$ cat config.mk
export PLATFORM = sky130hd
export DESIGN_NAME = ccss_scan
export DESIGN_NICKNAME = d
export VERILOG_FILES = /design/src/c_comment_and_splice_stripper_macros.svh /design/src/ccss_pkg.sv /design/src/ccss_scan.sv
export SDC_FILE = /design/constraint.sdc
export NUM_CORES = 1
export LEC_CHECK = 0
export ABC_AREA = 1
export BUFFER_PORTS_ARGS = -buffer_cell sky130_fd_sc_hd__buf_2
export CAP_MARGIN = 15
export CORE_AREA = 2 2 102 104
export CTS_CLUSTER_DIAMETER = 150
export DETAILED_ROUTE_END_ITERATION = 7
export DIE_AREA = 0 0 104 106
export HOLD_SLACK_MARGIN = 0.06
export PLACE_DENSITY = 0.86
export SLEW_MARGIN = 10
export SYNTH_ARGS = -nofsm -noshare
export SYNTH_HDL_FRONTEND = slang
export SYNTH_SLANG_ARGS = --single-unit
$ cat constraint.sdc
create_clock -name clk -period 13.8 [get_ports clk]
set_clock_uncertainty 0.15 [all_clocks]
set_input_delay 0 -clock clk [delete_from_list [all_inputs] [get_ports clk]]
set_output_delay 0 -clock clk [all_outputs]
set_load 0.05 [all_outputs]
$ cat src/c_comment_and_splice_stripper_macros.svh
// Assertion macros shared by the comment stripper RTL.
`ifndef C_COMMENT_AND_SPLICE_STRIPPER_MACROS_SVH
`define C_COMMENT_AND_SPLICE_STRIPPER_MACROS_SVH

// Same-cycle implication, checked on every rising edge outside reset.
`define CCSS_ASSERT_SAME(lbl, ante, cons, msg) \
  lbl: assert property (@(posedge clk) disable iff (!rst_n) (ante) |-> (cons)) \
    else $error(msg);

// Next-cycle implication, checked on every rising edge outside reset.
`define CCSS_ASSERT_NEXT(lbl, ante, cons, msg) \
  lbl: assert property (@(posedge clk) disable iff (!rst_n) (ante) |=> (cons)) \
    else $error(msg);

`endif

$ cat src/ccss_pkg.sv
// Types and constants shared by the comment stripper modules.
package ccss_pkg;

  localparam int BYTE_W  = 8;
  localparam int COUNT_W = 20;
  localparam int CAP_W   = 21;

  localparam logic [CAP_W-1:0] CAP_LIMIT = 21'h10_0000;
  localparam logic [CAP_W-1:0] CAP_RESET = 21'h01_0000;

  localparam logic [BYTE_W-1:0] CH_SLASH  = 8'h2F;
  localparam logic [BYTE_W-1:0] CH_STAR   = 8'h2A;
  localparam logic [BYTE_W-1:0] CH_BSLASH = 8'h5C;
  localparam logic [BYTE_W-1:0] CH_NL     = 8'h0A;

  localparam logic [2:0] MODE_NORMAL = 3'd0;
  localparam logic [2:0] MODE_SLASH  = 3'd1;
  localparam logic [2:0] MODE_BSLASH = 3'd2;
  localparam logic [2:0] MODE_LINE   = 3'd3;
  localparam logic [2:0] MODE_BLOCK  = 3'd4;
  localparam logic [2:0] MODE_BSTAR  = 3'd5;

  localparam logic REG_CAPACITY = 1'b0;

  typedef struct packed {
    logic [BYTE_W-1:0]  out_byte;
    logic               byte_valid;
    logic               end_of_text;
    logic [COUNT_W-1:0] emitted_count;
    logic               overflow;
  } ccss_result_t;

  typedef struct packed {
    logic [1:0]   n;
    ccss_result_t r0;
    ccss_result_t r1;
  } ccss_push_t;

  typedef struct packed {
    logic [2:0]         mode;
    logic [COUNT_W-1:0] count;
    logic               ovf;
  } ccss_status_t;

endpackage

$ cat src/ccss_scan.sv
// Scanner: mode, byte count and overflow state, and the results of one byte.
module ccss_scan import ccss_pkg::*; (
  input  logic               clk,
  input  logic               rst_n,
  input  logic               acc,
  input  logic [BYTE_W-1:0]  in_byte,
  input  logic               in_last,
  input  logic [CAP_W-1:0]   capacity,
  output ccss_push_t         push,
  output ccss_status_t       status
);

  logic [2:0]         mode_r, mode_nxt;
  logic [COUNT_W-1:0] cnt_r, cnt_nxt;
  logic               ovf_r, ovf_nxt;

  logic [2:0]        fn_mode;
  logic              fn_v;
  logic [2:0]        nm;
  logic              a_v, b_v;
  logic [BYTE_W-1:0] a_b, b_b;

  logic [CAP_W-1:0]   lim, cnt_p1, cnt_p2;
  logic               fit1, fit2, e_a, e_b, ovf_a, ovf_b, ovf_f;
  logic [COUNT_W-1:0] cnt_b;
  ccss_result_t       res_a, res_b, res_bare;

  // Plain-text handling of the current byte
  always_comb begin
    fn_v    = 1'b0;
    fn_mode = MODE_NORMAL;
    if (in_byte == CH_SLASH) begin
      fn_mode = MODE_SLASH;
    end else if (in_byte == CH_BSLASH) begin
      fn_mode = MODE_BSLASH;
    end else begin
      fn_v = 1'b1;
    end
  end

  always_comb begin
    a_v = 1'b0;
    a_b = CH_SLASH;
    b_v = 1'b0;
    b_b = in_byte;
    nm  = fn_mode;
    unique case (mode_r)
      MODE_SLASH: begin
        if (in_byte == CH_SLASH) begin
          nm = MODE_LINE;
        end else if (in_byte == CH_STAR) begin
          nm = MODE_BLOCK;
        end else begin
          a_v = 1'b1;
          b_v = fn_v;
        end
      end
      MODE_BSLASH: begin
        a_b = CH_BSLASH;
        if (in_byte == CH_NL) begin
          nm = MODE_NORMAL;
        end else begin
          a_v = 1'b1;
          b_v = fn_v;
        end
      end
      MODE_LINE: begin
        if (in_byte == CH_NL) begin
          nm  = MODE_NORMAL;
          b_v = 1'b1;
        end else begin
          nm = MODE_LINE;
        end
      end
      MODE_BLOCK: begin
        nm = (in_byte == CH_STAR) ? MODE_BSTAR : MODE_BLOCK;
      end
      MODE_BSTAR: begin
        if (in_byte == CH_SLASH) begin
          nm = MODE_NORMAL;
        end else if (in_byte == CH_STAR) begin
          nm = MODE_BSTAR;
        end else begin
          nm = MODE_BLOCK;
        end
      end
      default: begin
        b_v = fn_v;
      end
    endcase
    // release a held slash or backslash at the end of the text
    if (in_last && nm == MODE_SLASH) begin
      b_v = 1'b1;
      b_b = CH_SLASH;
    end else if (in_last && nm == MODE_BSLASH) begin
      b_v = 1'b1;
      b_b = CH_BSLASH;
    end
  end

  // Capacity check for up to two emissions
  always_comb begin
    lim    = (capacity > CAP_LIMIT) ? CAP_LIMIT : capacity;
    cnt_p1 = {1'b0, cnt_r} + 21'd1;
    cnt_p2 = {1'b0, cnt_r} + 21'd2;
    fit1   = cnt_p1 < lim;
    fit2   = cnt_p2 < lim;
    e_a    = a_v && !ovf_r && fit1;
    ovf_a  = ovf_r || (a_v && !fit1);
    e_b    = b_v && !ovf_a && (e_a ? fit2 : fit1);
    ovf_b  = ovf_a || (b_v && !(e_a ? fit2 : fit1));
    cnt_b  = cnt_r + COUNT_W'(e_a) + COUNT_W'(e_b);
    ovf_f  = ovf_b || (in_last && ({1'b0, cnt_b} >= capacity));
  end

  always_comb begin
    res_a         = '{out_byte: a_b, byte_valid: 1'b1, end_of_text: 1'b0,
                      emitted_count: cnt_p1[COUNT_W-1:0], overflow: 1'b0};
    res_b         = '{out_byte: b_b, byte_valid: 1'b1, end_of_text: 1'b0,
                      emitted_count: e_a ? cnt_p2[COUNT_W-1:0] : cnt_p1[COUNT_W-1:0],
                      overflow: 1'b0};
    res_bare      = '{out_byte: '0, byte_valid: 1'b0, end_of_text: 1'b0,
                      emitted_count: cnt_b, overflow: 1'b0};
    push.r1 = res_b;
    push.r0 = e_a ? res_a : (e_b ? res_b : res_bare);
    if (e_a && e_b) begin
      push.n = 2'd2;
    end else if (e_a || e_b || in_last) begin
      push.n = 2'd1;
    end else begin
      push.n = 2'd0;
    end
    // mark the final result of the text with the closing overflow status
    if (in_last) begin
      if (e_a && e_b) begin
        push.r1.end_of_text = 1'b1;
        push.r1.overflow    = ovf_f;
      end else begin
        push.r0.end_of_text = 1'b1;
        push.r0.overflow    = ovf_f;
      end
    end
    if (!acc) begin
      push.n = 2'd0;
    end
  end

  always_comb begin
    mode_nxt = mode_r;
    cnt_nxt  = cnt_r;
    ovf_nxt  = ovf_r;
    if (acc) begin
      if (in_last) begin
        mode_nxt = MODE_NORMAL;
        cnt_nxt  = '0;
        ovf_nxt  = 1'b0;
      end else begin
        mode_nxt = nm;
        cnt_nxt  = cnt_b;
        ovf_nxt  = ovf_b;
      end
    end
  end

  always_ff @(posedge clk) begin
    if (!rst_n) begin
      mode_r <= MODE_NORMAL;
      cnt_r  <= '0;
      ovf_r  <= 1'b0;
    end else begin
      mode_r <= mode_nxt;
      cnt_r  <= cnt_nxt;
      ovf_r  <= ovf_nxt;
    end
  end

  assign status = '{mode: mode_r, count: cnt_r, ovf: ovf_r};

endmodule

==> results of run 1 <==
## worst paths after layout
| check | from | to | slack (ns) | cells after the start |
|---|---|---|---|---|
| worst min-delay path | in_last | cnt_r[0]$_SDFFE_PN0P_ | 0.1 | 4 |
| worst max register to register | cnt_r[2]$_SDFFE_PN0P_ | cnt_r[18]$_SDFFE_PN0P_ | 6.99 | 35 |
| worst max-delay path | cnt_r[2]$_SDFFE_PN0P_ | push[31] | 5.37 | 43 |
| worst min register to register | ovf_r$_SDFFE_PN0P_ | ovf_r$_SDFFE_PN0P_ | 0.34 | 2 |
## per-stage QoR
step / instance area [sq um] / hold slack (ns) / utilization, % / instances
after global routing: 5500 / 0.1396 / 55.01 / 1055
after CTS: 5500 / 0.09454 / 55.01 / 1055
after floorplan: 4852 / 0.02123 / - / 829
after detailed placement: 5429 / 0.1575 / 54.29 / 1051
after global placement: 5429 / 0.1575 / 54.29 / 1051
final: 5500 / 0.09550 / 55.01 / 1055
## where the power goes
part,internal [mW],switching (mW),total [mW]
logic,0.0189,0.0525,0.0713
registers,0.0694,0.00122,0.0707
clock network,0.0389,0.0246,0.0634
total,0.127,0.0783,0.205
## cell type report
cell class / instances / area share (%)
Timing Repair Buffer: 121 / 11.10
Inverter: 146 / 9.986
Tap cell: 136 / 3.094
Sequential cell: 24 / 8.735
Multi-Input combinational cell: 624 / 65.79
Clock buffer: 3 / 0.7507
Clock inverter: 1 / 0.5460
## critical path: cells and delay by family, from the launching register on
kind | cells | cell delay, ns
fa+ha+maj | 5 | 1.54
buf+inv | 8 | 0.88
xor+xnor | 2 | 0.55
flops | 1 | 0.49
compound gates | 5 | 0.97
simple gates | 23 | 3.56
## kinds of logic after synthesis
kind of cell               count (synthesis)  synth area share, %
other                                      1              0.07729
adders and majority gates                 63                16.40
DFF                                       24                9.902
and+or+nand+nor                          411                37.73
buffers and inverters                    181                15.52
AOI/OAI and AO/OA                        105                12.27
xor gates and xnor gates                  44                8.097
## per-layer routing
layer  GRT usage, %  share of wire (%)  wire length [um]  vias to the layer above
met1          37.89                 42              6748                     2572
met4          10.81                4.2               667                        2
met3          4.231                9.8              1570                       63
met2          47.13                 44              7026                      323
met5              0              0.081                13                        -
li1               -                  -                 -                     2797
## registers in the layout, summed over array words and instances, names as in the netlist
register / count
ovf_r: 1
mode_r: 3
cnt_r: 20
## cell usage after synthesis (6+ instances only)
library cell  count
a21oi_1          49
buf_2             6
clkbuf_1         19
dfxtp_1          24
ha_1             62
inv_1           141
nand2_1         241
nand3_1          44
nand4_1          20
nor2_1           62
nor3_1           14
nor4_1            7
o21a_1            7
o21ai_0          31
xor2_1           41
## placed cells by master, fill, tap and decap left out, types with 3 or more instances in the layout
master / n
a21oi_1: 49
a21o_1: 3
clkbuf_8: 3
xor2_1: 41
buf_2: 119
ha_1: 62
dfxtp_1: 24
nand2_1: 241
nor4_1: 7
o21a_1: 7
nor2_4: 3
nor3_1: 14
nand3_1: 44
nor2_1: 62
nand2_2: 4
a31oi_1: 3
nand4_1: 20
inv_1: 141
o21ai_2: 4
nand2_4: 4
o21ai_0: 31
==> results.toml, run 1 <==
[sta]
tightest_slew_ns = 0.8093
post-route-min-period_ns = 8.434
rsz0062_at_grt = "false"
finalWorstSetupSlack_ns = 5.366
setup_viol = 0
max_slew_margin_pct = 45.99
hold_violations = 0
max_freq_mhz = 118.6
finalSetupTns_ns = 0
period_share_pct = 61.12
slew_violations = 0

[floorplan]
dieArea_sq_mm = 0.01102
die_w_um = 104
core-area_sq_mm = 0.01000
die_y_um = 106
io-pin-count = 121
row_count = 37
initial_core_util_pct = 48.52

[global_route]
grt_pass1_wl_um = 26100
antenna_found_initial = 1
grt.overflow.total = 0
grt_max_degree = 44
grt_use_total_pct = 28.63
grt_pass1_vias = 5363

[power_and_ir_drop]
p_total_mw = 0.2054
p_leak_nw = 3.288
p_per_area_mw_per_mm2 = 37.35
peakVddDrop_uv = 61.95

[synthesis]
syn_area_sq_mm = 0.004852
synth_top_area_share_pct = 18.64
synth_area_leader_cell = "nand2_1"
syn_nets = 925
ys.flop_type = "dfxtp_1"
ys_seq_area_share_pct = 9.902
synth_cells = 829
synth_edf_count = 0
syn_area_per_cell_sq_um = 5.853
yosysWarnings = 0
synthArstFlopShare_pct = 0
ys_ff_latch = 24
yosysUniqueCellTypes = 47
synthTopCellsByArea = "nand2_1, ha_1, inv_1"

[setup_path]
start_kind = "register"
cp_max_fo = 19
cp.arrival_ns = 8.28
cpMaxStageDelayCell = "nor4_1"
path_class = "reg2out"
critPathMaxStageDelay_ns = 0.52
critPathRequiredTime_ns = 13.65
cp-end-kind = "output port"
cp_common_cell = "inv_1"

[placement]
place_hpwl_um = 13160
preCtsSetupSlack_ns = 5.992
gp_congestion = 0.9937
port_buffers = 119

[cells_and_area]
synthToLayoutAreaGrowth_pct = 13.36
n_antenna_cell = 0
nets = 1016
fill_cells = 1024
multi_input_area_sq_mm = 0.003618
register_area_sq_um = 480.5
drive_above_1_share_pct = 16.76

[clock_network]
htreeDepth = 1
cts_tree = "yes"
clockRootBuffer = "clkbuf_8"
clkSinkCount = 24
cts.path.max_buffers = 2
cts_hold_buf = 0
post_cts_resized = 0
cts_setup_buffers = 0
clkLatencyLatePin_ns = 0.28
cts_made_buffers = 3
cts.clk_slew.worst_paths_ns = 0.10

[job]
drv_cap = 0

[drt]
drcViolationCount = 0
routed_wl_um = 16030
firstDrtPassIters = 5
drtIter0Drc = 565
ant_nets = 0
wl_per_cell_um = 15.19
vias = 5757
vias_per_cell = 5.457

[run_status]
outcome = "finished, final reports clean"

[min_path]
hold_path.class = "in2reg"
(Power assumes the default switching activity.)
==> run 2: changes to the inputs <==
==> constraint.sdc (replaced) <==
create_clock -name clk -period 8.1 [get_ports clk]
set_clock_uncertainty 0.15 [all_clocks]
set_input_delay 0 -clock clk [delete_from_list [all_inputs] [get_ports clk]]
set_output_delay 0 -clock clk [all_outputs]
set_load 0.05 [all_outputs]
==> run 2 against run 1 <==
Net effect: global-route usage shrank 0.54 points; die area is the same; cell count increased by 0.95%; register-to-register slack got worse by 4.9 ns; sequential share of layout area down 0.051 points; critical path type unchanged.
==> results.toml, run 2 (synthesized netlist as in run 1, its figures left out) <==
[run_status]
outcome = "finished, final reports clean"

[setup_path]
path_class = "reg2out"
cp_max_fo = 19
critPathMaxStageDelay_ns = 0.47
cp.arrival_ns = 7.43
path_delay_family = "simple AND/OR/NAND/NOR gates"
start_kind = "register"
cp_common_cell = "inv_1"
cp-end-kind = "output port"
critPathBufInv = 8
cpMaxStageDelayCell = "fa_1"
critPathRequiredTime_ns = 7.95

[sta]
hold_slack_ns = 0.1210
hold_violations = 0
finalWorstSetupSlack_ns = 0.5160
tightest_slew_ns = 0.8459
max_slew_margin_pct = 43.54
slew_violations = 0
setup_viol = 0
period_share_pct = 93.63
max_freq_mhz = 131.9
post-route-min-period_ns = 7.584

[clock_network]
htreeDepth = 1
clkLatencyLatePin_ns = 0.27
cts_tree = "yes"
cts_made_buffers = 3
cts.path.max_buffers = 2
cts.clk_slew.worst_paths_ns = 0.09
cts_hold_buf = 0
clkSinkCount = 24
clockRootBuffer = "clkbuf_8"

[global_route]
grt_pass1_vias = 5249
grt_use_total_pct = 28.09
grt_max_degree = 44
grt.overflow.total = 0
antenna_found_initial = 0
grt_pass1_wl_um = 25350

[cells_and_area]
final_cells = 1065
synthToLayoutAreaGrowth_pct = 15.21
top_regs = "cnt_r: 20 flops, mode_r: 3 flops, ovf_r: 1 flops"
drive_above_1_share_pct = 18.51
stdcell_area_sq_mm = 0.005590
fill_cells = 1041
largest_reg_flops = 20
nets = 1026
n_antenna_cell = 0
final_util_pct = 55.91
regMostFlops = "cnt_r"
final_common_cell = "nand2_1"
final_cell_mix = "nand2_1, inv_1, buf_2"

[job]
drv_cap = 0

[floorplan]
io-pin-count = 121
dieArea_sq_mm = 0.01102
core-area_sq_mm = 0.01000
die_y_um = 106
die_w_um = 104
row_count = 37
initial_core_util_pct = 48.52

[power_and_ir_drop]
p_per_area_mw_per_mm2 = 58.01
peakVddDrop_uv = 79.44
p_leak_nw = 3.345

[min_path]
hold_path.class = "in2reg"

[placement]
gp_congestion = 1.086
placed_area_sq_mm = 0.005459
dp_cells = 1055
preCtsSetupSlack_ns = 0.4865
port_buffers = 119
place_hpwl_um = 13110

[drt]
vias = 5750
routed_wl_um = 16060
vias_per_cell = 5.399
drcViolationCount = 0
firstDrtPassIters = 5
drtIter0Drc = 678
wl_per_cell_um = 15.08
ant_nets = 0
-- run 2: cell count changes in the layout (fill, tap and decap cells not counted), moves of 2 or more --
cell | before | now
dfxtp_2 | 0 | 4
nor2_2 | 2 | 4
nor2_1 | 62 | 60
buf_4 | 2 | 12
dfxtp_1 | 24 | 20
-- run 2: power breakdown --
part,switching (mW),total [mW],internal [mW]
registers,0.000434,0.119,0.118
logic,0.0905,0.123,0.0326
clock network,0.0391,0.0825,0.0434
-- run 2: repair_timing --
| action | in CTS | in global routing |
|---|---|---|
| resized for setup | 0 | 12 |
| buffers inserted | 0 | 6 |
| setup endpoints to repair | 0 | 2 |
-- run 2: per-stage QoR --
stage	setup TNS (ns)	power, mW
floorplan	0	0.2070
global placement	0	0.2414
detailed placement	0	0.2423
CTS	0	0.3254
global route	-0.02136	0.3400
finish	0	0.3243
-- run 2: worst reg2reg max path: cells and delay by family, from the launching register on --
| family | cells | cell delay, ns |
|---|---|---|
| buffers and inverters | 7 | 0.69 |
| XOR/XNOR | 2 | 0.43 |
| AO/OA/AOI/OAI | 5 | 0.84 |
| AND/OR/NAND/NOR | 16 | 2.26 |
| adder cells (fa/ha/maj) | 4 | 1.19 |
| flip-flops | 1 | 0.41 |
-- run 2: worst paths after layout --
kind / from / to / slack, ns / depth (start not counted)
worst max-delay path: cnt_r[1]$_SDFFE_PN0P_ / push[31] / 0.52 / 42
worst min-delay path: in_byte[5] / mode_r[1]$_SDFFE_PN0P_ / 0.12 / 6
worst max register to register: cnt_r[1]$_SDFFE_PN0P_ / cnt_r[18]$_SDFFE_PN0P_ / 2.05 / 34
worst min register to register: ovf_r$_SDFFE_PN0P_ / ovf_r$_SDFFE_PN0P_ / 0.35 / 2
-- run 2: cell type report --
type	count	area [sq um]	area share, %
Clock buffer	4	55.05	0.9848
Inverter	146	549.3	9.825
Multi-Input combinational cell	624	3642	65.15
Timing Repair Buffer	131	688.2	12.31
Tap cell	136	170.2	3.044
Sequential cell	24	485.5	8.684
-- run 2: routing by layer --
metal / wire [um] / share of wire (%) / vias to the layer above / global-route usage, %
li1: - / - / 2819 / -
met1: 6778 / 42 / 2568 / 37.67
met2: 7108 / 44 / 316 / 46.43
met3: 1674 / 10 / 47 / 3.617
met4: 496 / 3.1 / 0 / 9.846
met5: 0 / 0 / - / 0
==> run 3: changes to the inputs <==
--- a/config.mk
+++ b/config.mk
@@ -8,12 +8,14 @@
 export ABC_AREA = 1
 export BUFFER_PORTS_ARGS = -buffer_cell sky130_fd_sc_hd__buf_2
 export CAP_MARGIN = 15
-export CORE_AREA = 2 2 102 104
+export CELL_PAD_IN_SITES_DETAIL_PLACEMENT = 0
+export CELL_PAD_IN_SITES_GLOBAL_PLACEMENT = 1
+export CORE_AREA = 2 2 118 120
 export CTS_CLUSTER_DIAMETER = 150
 export DETAILED_ROUTE_END_ITERATION = 7
-export DIE_AREA = 0 0 104 106
+export DIE_AREA = 0 0 120 122
 export HOLD_SLACK_MARGIN = 0.06
-export PLACE_DENSITY = 0.86
+export PLACE_DENSITY = 0.93
 export SLEW_MARGIN = 10
 export SYNTH_ARGS = -nofsm -noshare
 export SYNTH_HDL_FRONTEND = slang
==> run 3 against run 2 <==
Net effect: register-to-register slack about the same; utilization decreased by 14 points; cell count is 3.9% higher; critical endpoint unchanged; worst setup slack improved by 0.12 ns; total power grew 12%; maximum frequency increased by 1.7%; critical path depth increased by 1; clock-buffer cell count unchanged; die area is 33% higher.
==> results.toml, run 3 (synthesized netlist as in run 1, its figures left out) <==
[run_status]
outcome = "finished, final reports clean"

[power_and_ir_drop]
p_leak_nw = 3.355
seq_power_share_pct = 32.7
power_frac_clock_pct = 33.2
switching_power_mw = 0.1369
p_int_mw = 0.2268
peakVddDrop_uv = 60.47
p_per_area_mw_per_mm2 = 63.73
p_comb_share_pct = 34.1
p_sw_share_pct = 37.64

[setup_path]
cp_max_fo = 19
start_kind = "register"
cpMaxStageDelayCell = "fa_1"
critPathRequiredTime_ns = 7.95
path_class = "reg2out"
rrSetupSlack_ns = 2.06
critPathMaxStageDelay_ns = 0.46
reg2reg_to = "cnt_r[18]$_SDFFE_PN0P_"
cp.arrival_ns = 7.31
reg2reg_depth = 35
cp_common_cell = "inv_1"
cp-end-kind = "output port"
regToRegStartpoint = "cnt_r[1]$_SDFFE_PN0P_"

[floorplan]
row_count = 43
io-pin-count = 121
initial_core_util_pct = 35.93
core-area_sq_mm = 0.01350
dieArea_sq_mm = 0.01464
die_w_um = 120
die_y_um = 122

[sta]
period_share_pct = 92.10
slew_violations = 0
max_freq_mhz = 134.0
setup_viol = 0
post-route-min-period_ns = 7.460
max_slew_margin_pct = 43.19
tightest_slew_ns = 0.8513
hold_violations = 0
hold_slack_ns = 0.1523
finalWorstSetupSlack_ns = 0.6398

[drt]
drtIter0Drc = 399
vias_per_cell = 5.023
routed_wl_um = 17010
vias = 5560
firstDrtPassIters = 5
wl_per_cell_um = 15.37
drcViolationCount = 0
ant_nets = 0

[global_route]
grt_pass1_vias = 5073
grt_max_degree = 44
antenna_found_initial = 0
grt_pass1_wl_um = 26560
grt.overflow.total = 0
grt_use_total_pct = 22.76

[cells_and_area]
final_util_pct = 42.26
top_regs = "cnt_r: 20 flops, mode_r: 3 flops, ovf_r: 1 flops"
fill_cells = 1486
synthToLayoutAreaGrowth_pct = 17.61
drive_above_1_share_pct = 18.99
nets = 1024
final_cells = 1107
regMostFlops = "cnt_r"
final_common_cell = "nand2_1"
multi_input_area_sq_mm = 0.003680
n_antenna_cell = 0
register_area_sq_um = 484.2
largest_reg_flops = 20
final_cell_mix = "nand2_1, inv_1, buf_2"

[placement]
port_buffers = 119
gp_congestion = 0.9365
place_hpwl_um = 14140
preCtsSetupSlack_ns = 0.3470
dp_cells = 1099

[min_path]
hold_path.class = "in2out"
hold_start = "in_byte[7]"
hold_depth = 2
holdPathEnd = "push[30]"

[job]
drv_cap = 0

[clock_network]
clkLatencyLatePin_ns = 0.26
clkSinkCount = 24
cts_tree = "yes"
cts.clk_slew.worst_paths_ns = 0.06
clockRootBuffer = "clkbuf_16"
cts.path.max_buffers = 2
htreeDepth = 1
cts_made_buffers = 3
## run 3: cell types whose count changed in the layout (fill, tap and decap cells not counted), sizes merged
cell         before  now
clkinv            3    2
clkinvlp          0    1
buf             130  128
dlygate4sd3       0    1
clkbuf            5    4
## run 3: stage by stage
step                      instance area [sq um]  power, mW  setup TNS, ns
after floorplan                            4852     0.2070              0
after global placement                     5514     0.2441              0
after detailed placement                   5514     0.2438              0
after CTS                                  5613     0.3655              0
after global routing                       5707     0.3820     -0.0005116
final                                      5707     0.3637              0
## run 3: layer usage
metal / part of all wire [%] / vias to the layer above / GRT usage [%]
met3: 6.7 / 28 / 2.294
met1: 46 / 2504 / 31.25
met5: 0 / - / 0
met2: 46 / 203 / 37.78
li1: - / 2825 / -
met4: 2.2 / 0 / 6.471
## run 3: layout make-up
class | count | area share, %
Inverter | 146 | 9.691
Clock buffer | 4 | 1.557
Sequential cell | 24 | 8.485
Timing Repair Buffer | 129 | 11.84
Tap cell | 180 | 3.947
Multi-Input combinational cell | 624 | 64.48
## run 3: critical path: cells and delay by family, from the launching register on
family	cells	cell delay, ns
buffers and inverters	8	0.76
XOR/XNOR	2	0.43
adder cells (fa/ha/maj)	5	1.46
AND/OR/NAND/NOR	23	3.12
AO/OA/AOI/OAI	5	0.83
flip-flops	1	0.41
## run 3: power by group through the flow
stage	logic (mW)	registers, mW	clock network, mW
floorplan	0.0838	0.123	0
global placement	0.122	0.122	0
detailed placement	0.122	0.122	0
CTS	0.123	0.119	0.123
global route	0.135	0.119	0.128
finish	0.124	0.119	0.121
## run 3: worst max path at each step
stage	end	from	slack, ns
finish	push[31]	cnt_r[1]$_SDFFE_PN0P_	0.64
global route	push[31]	cnt_r[1]$_SDFFE_PN0P_	-0.0005
CTS	push[31]	cnt_r[1]$_SDFFE_PN0P_	0.04
detailed placement	push[31]	cnt_r[1]$_SDFFE_PN0P_	0.35
global placement	push[31]	cnt_r[1]$_SDFFE_PN0P_	0.47
floorplan	push[31]	cnt_r[2]$_SDFFE_PN0P_	0.88
## run 3: timing repair
item | 4_1_cts | 5_1_grt
hold buffers | 1 | 0
setup endpoints to repair | 0 | 2
hold endpoints to repair | 2 | 0
buffers inserted | 0 | 3
gates resized for setup | 0 | 21
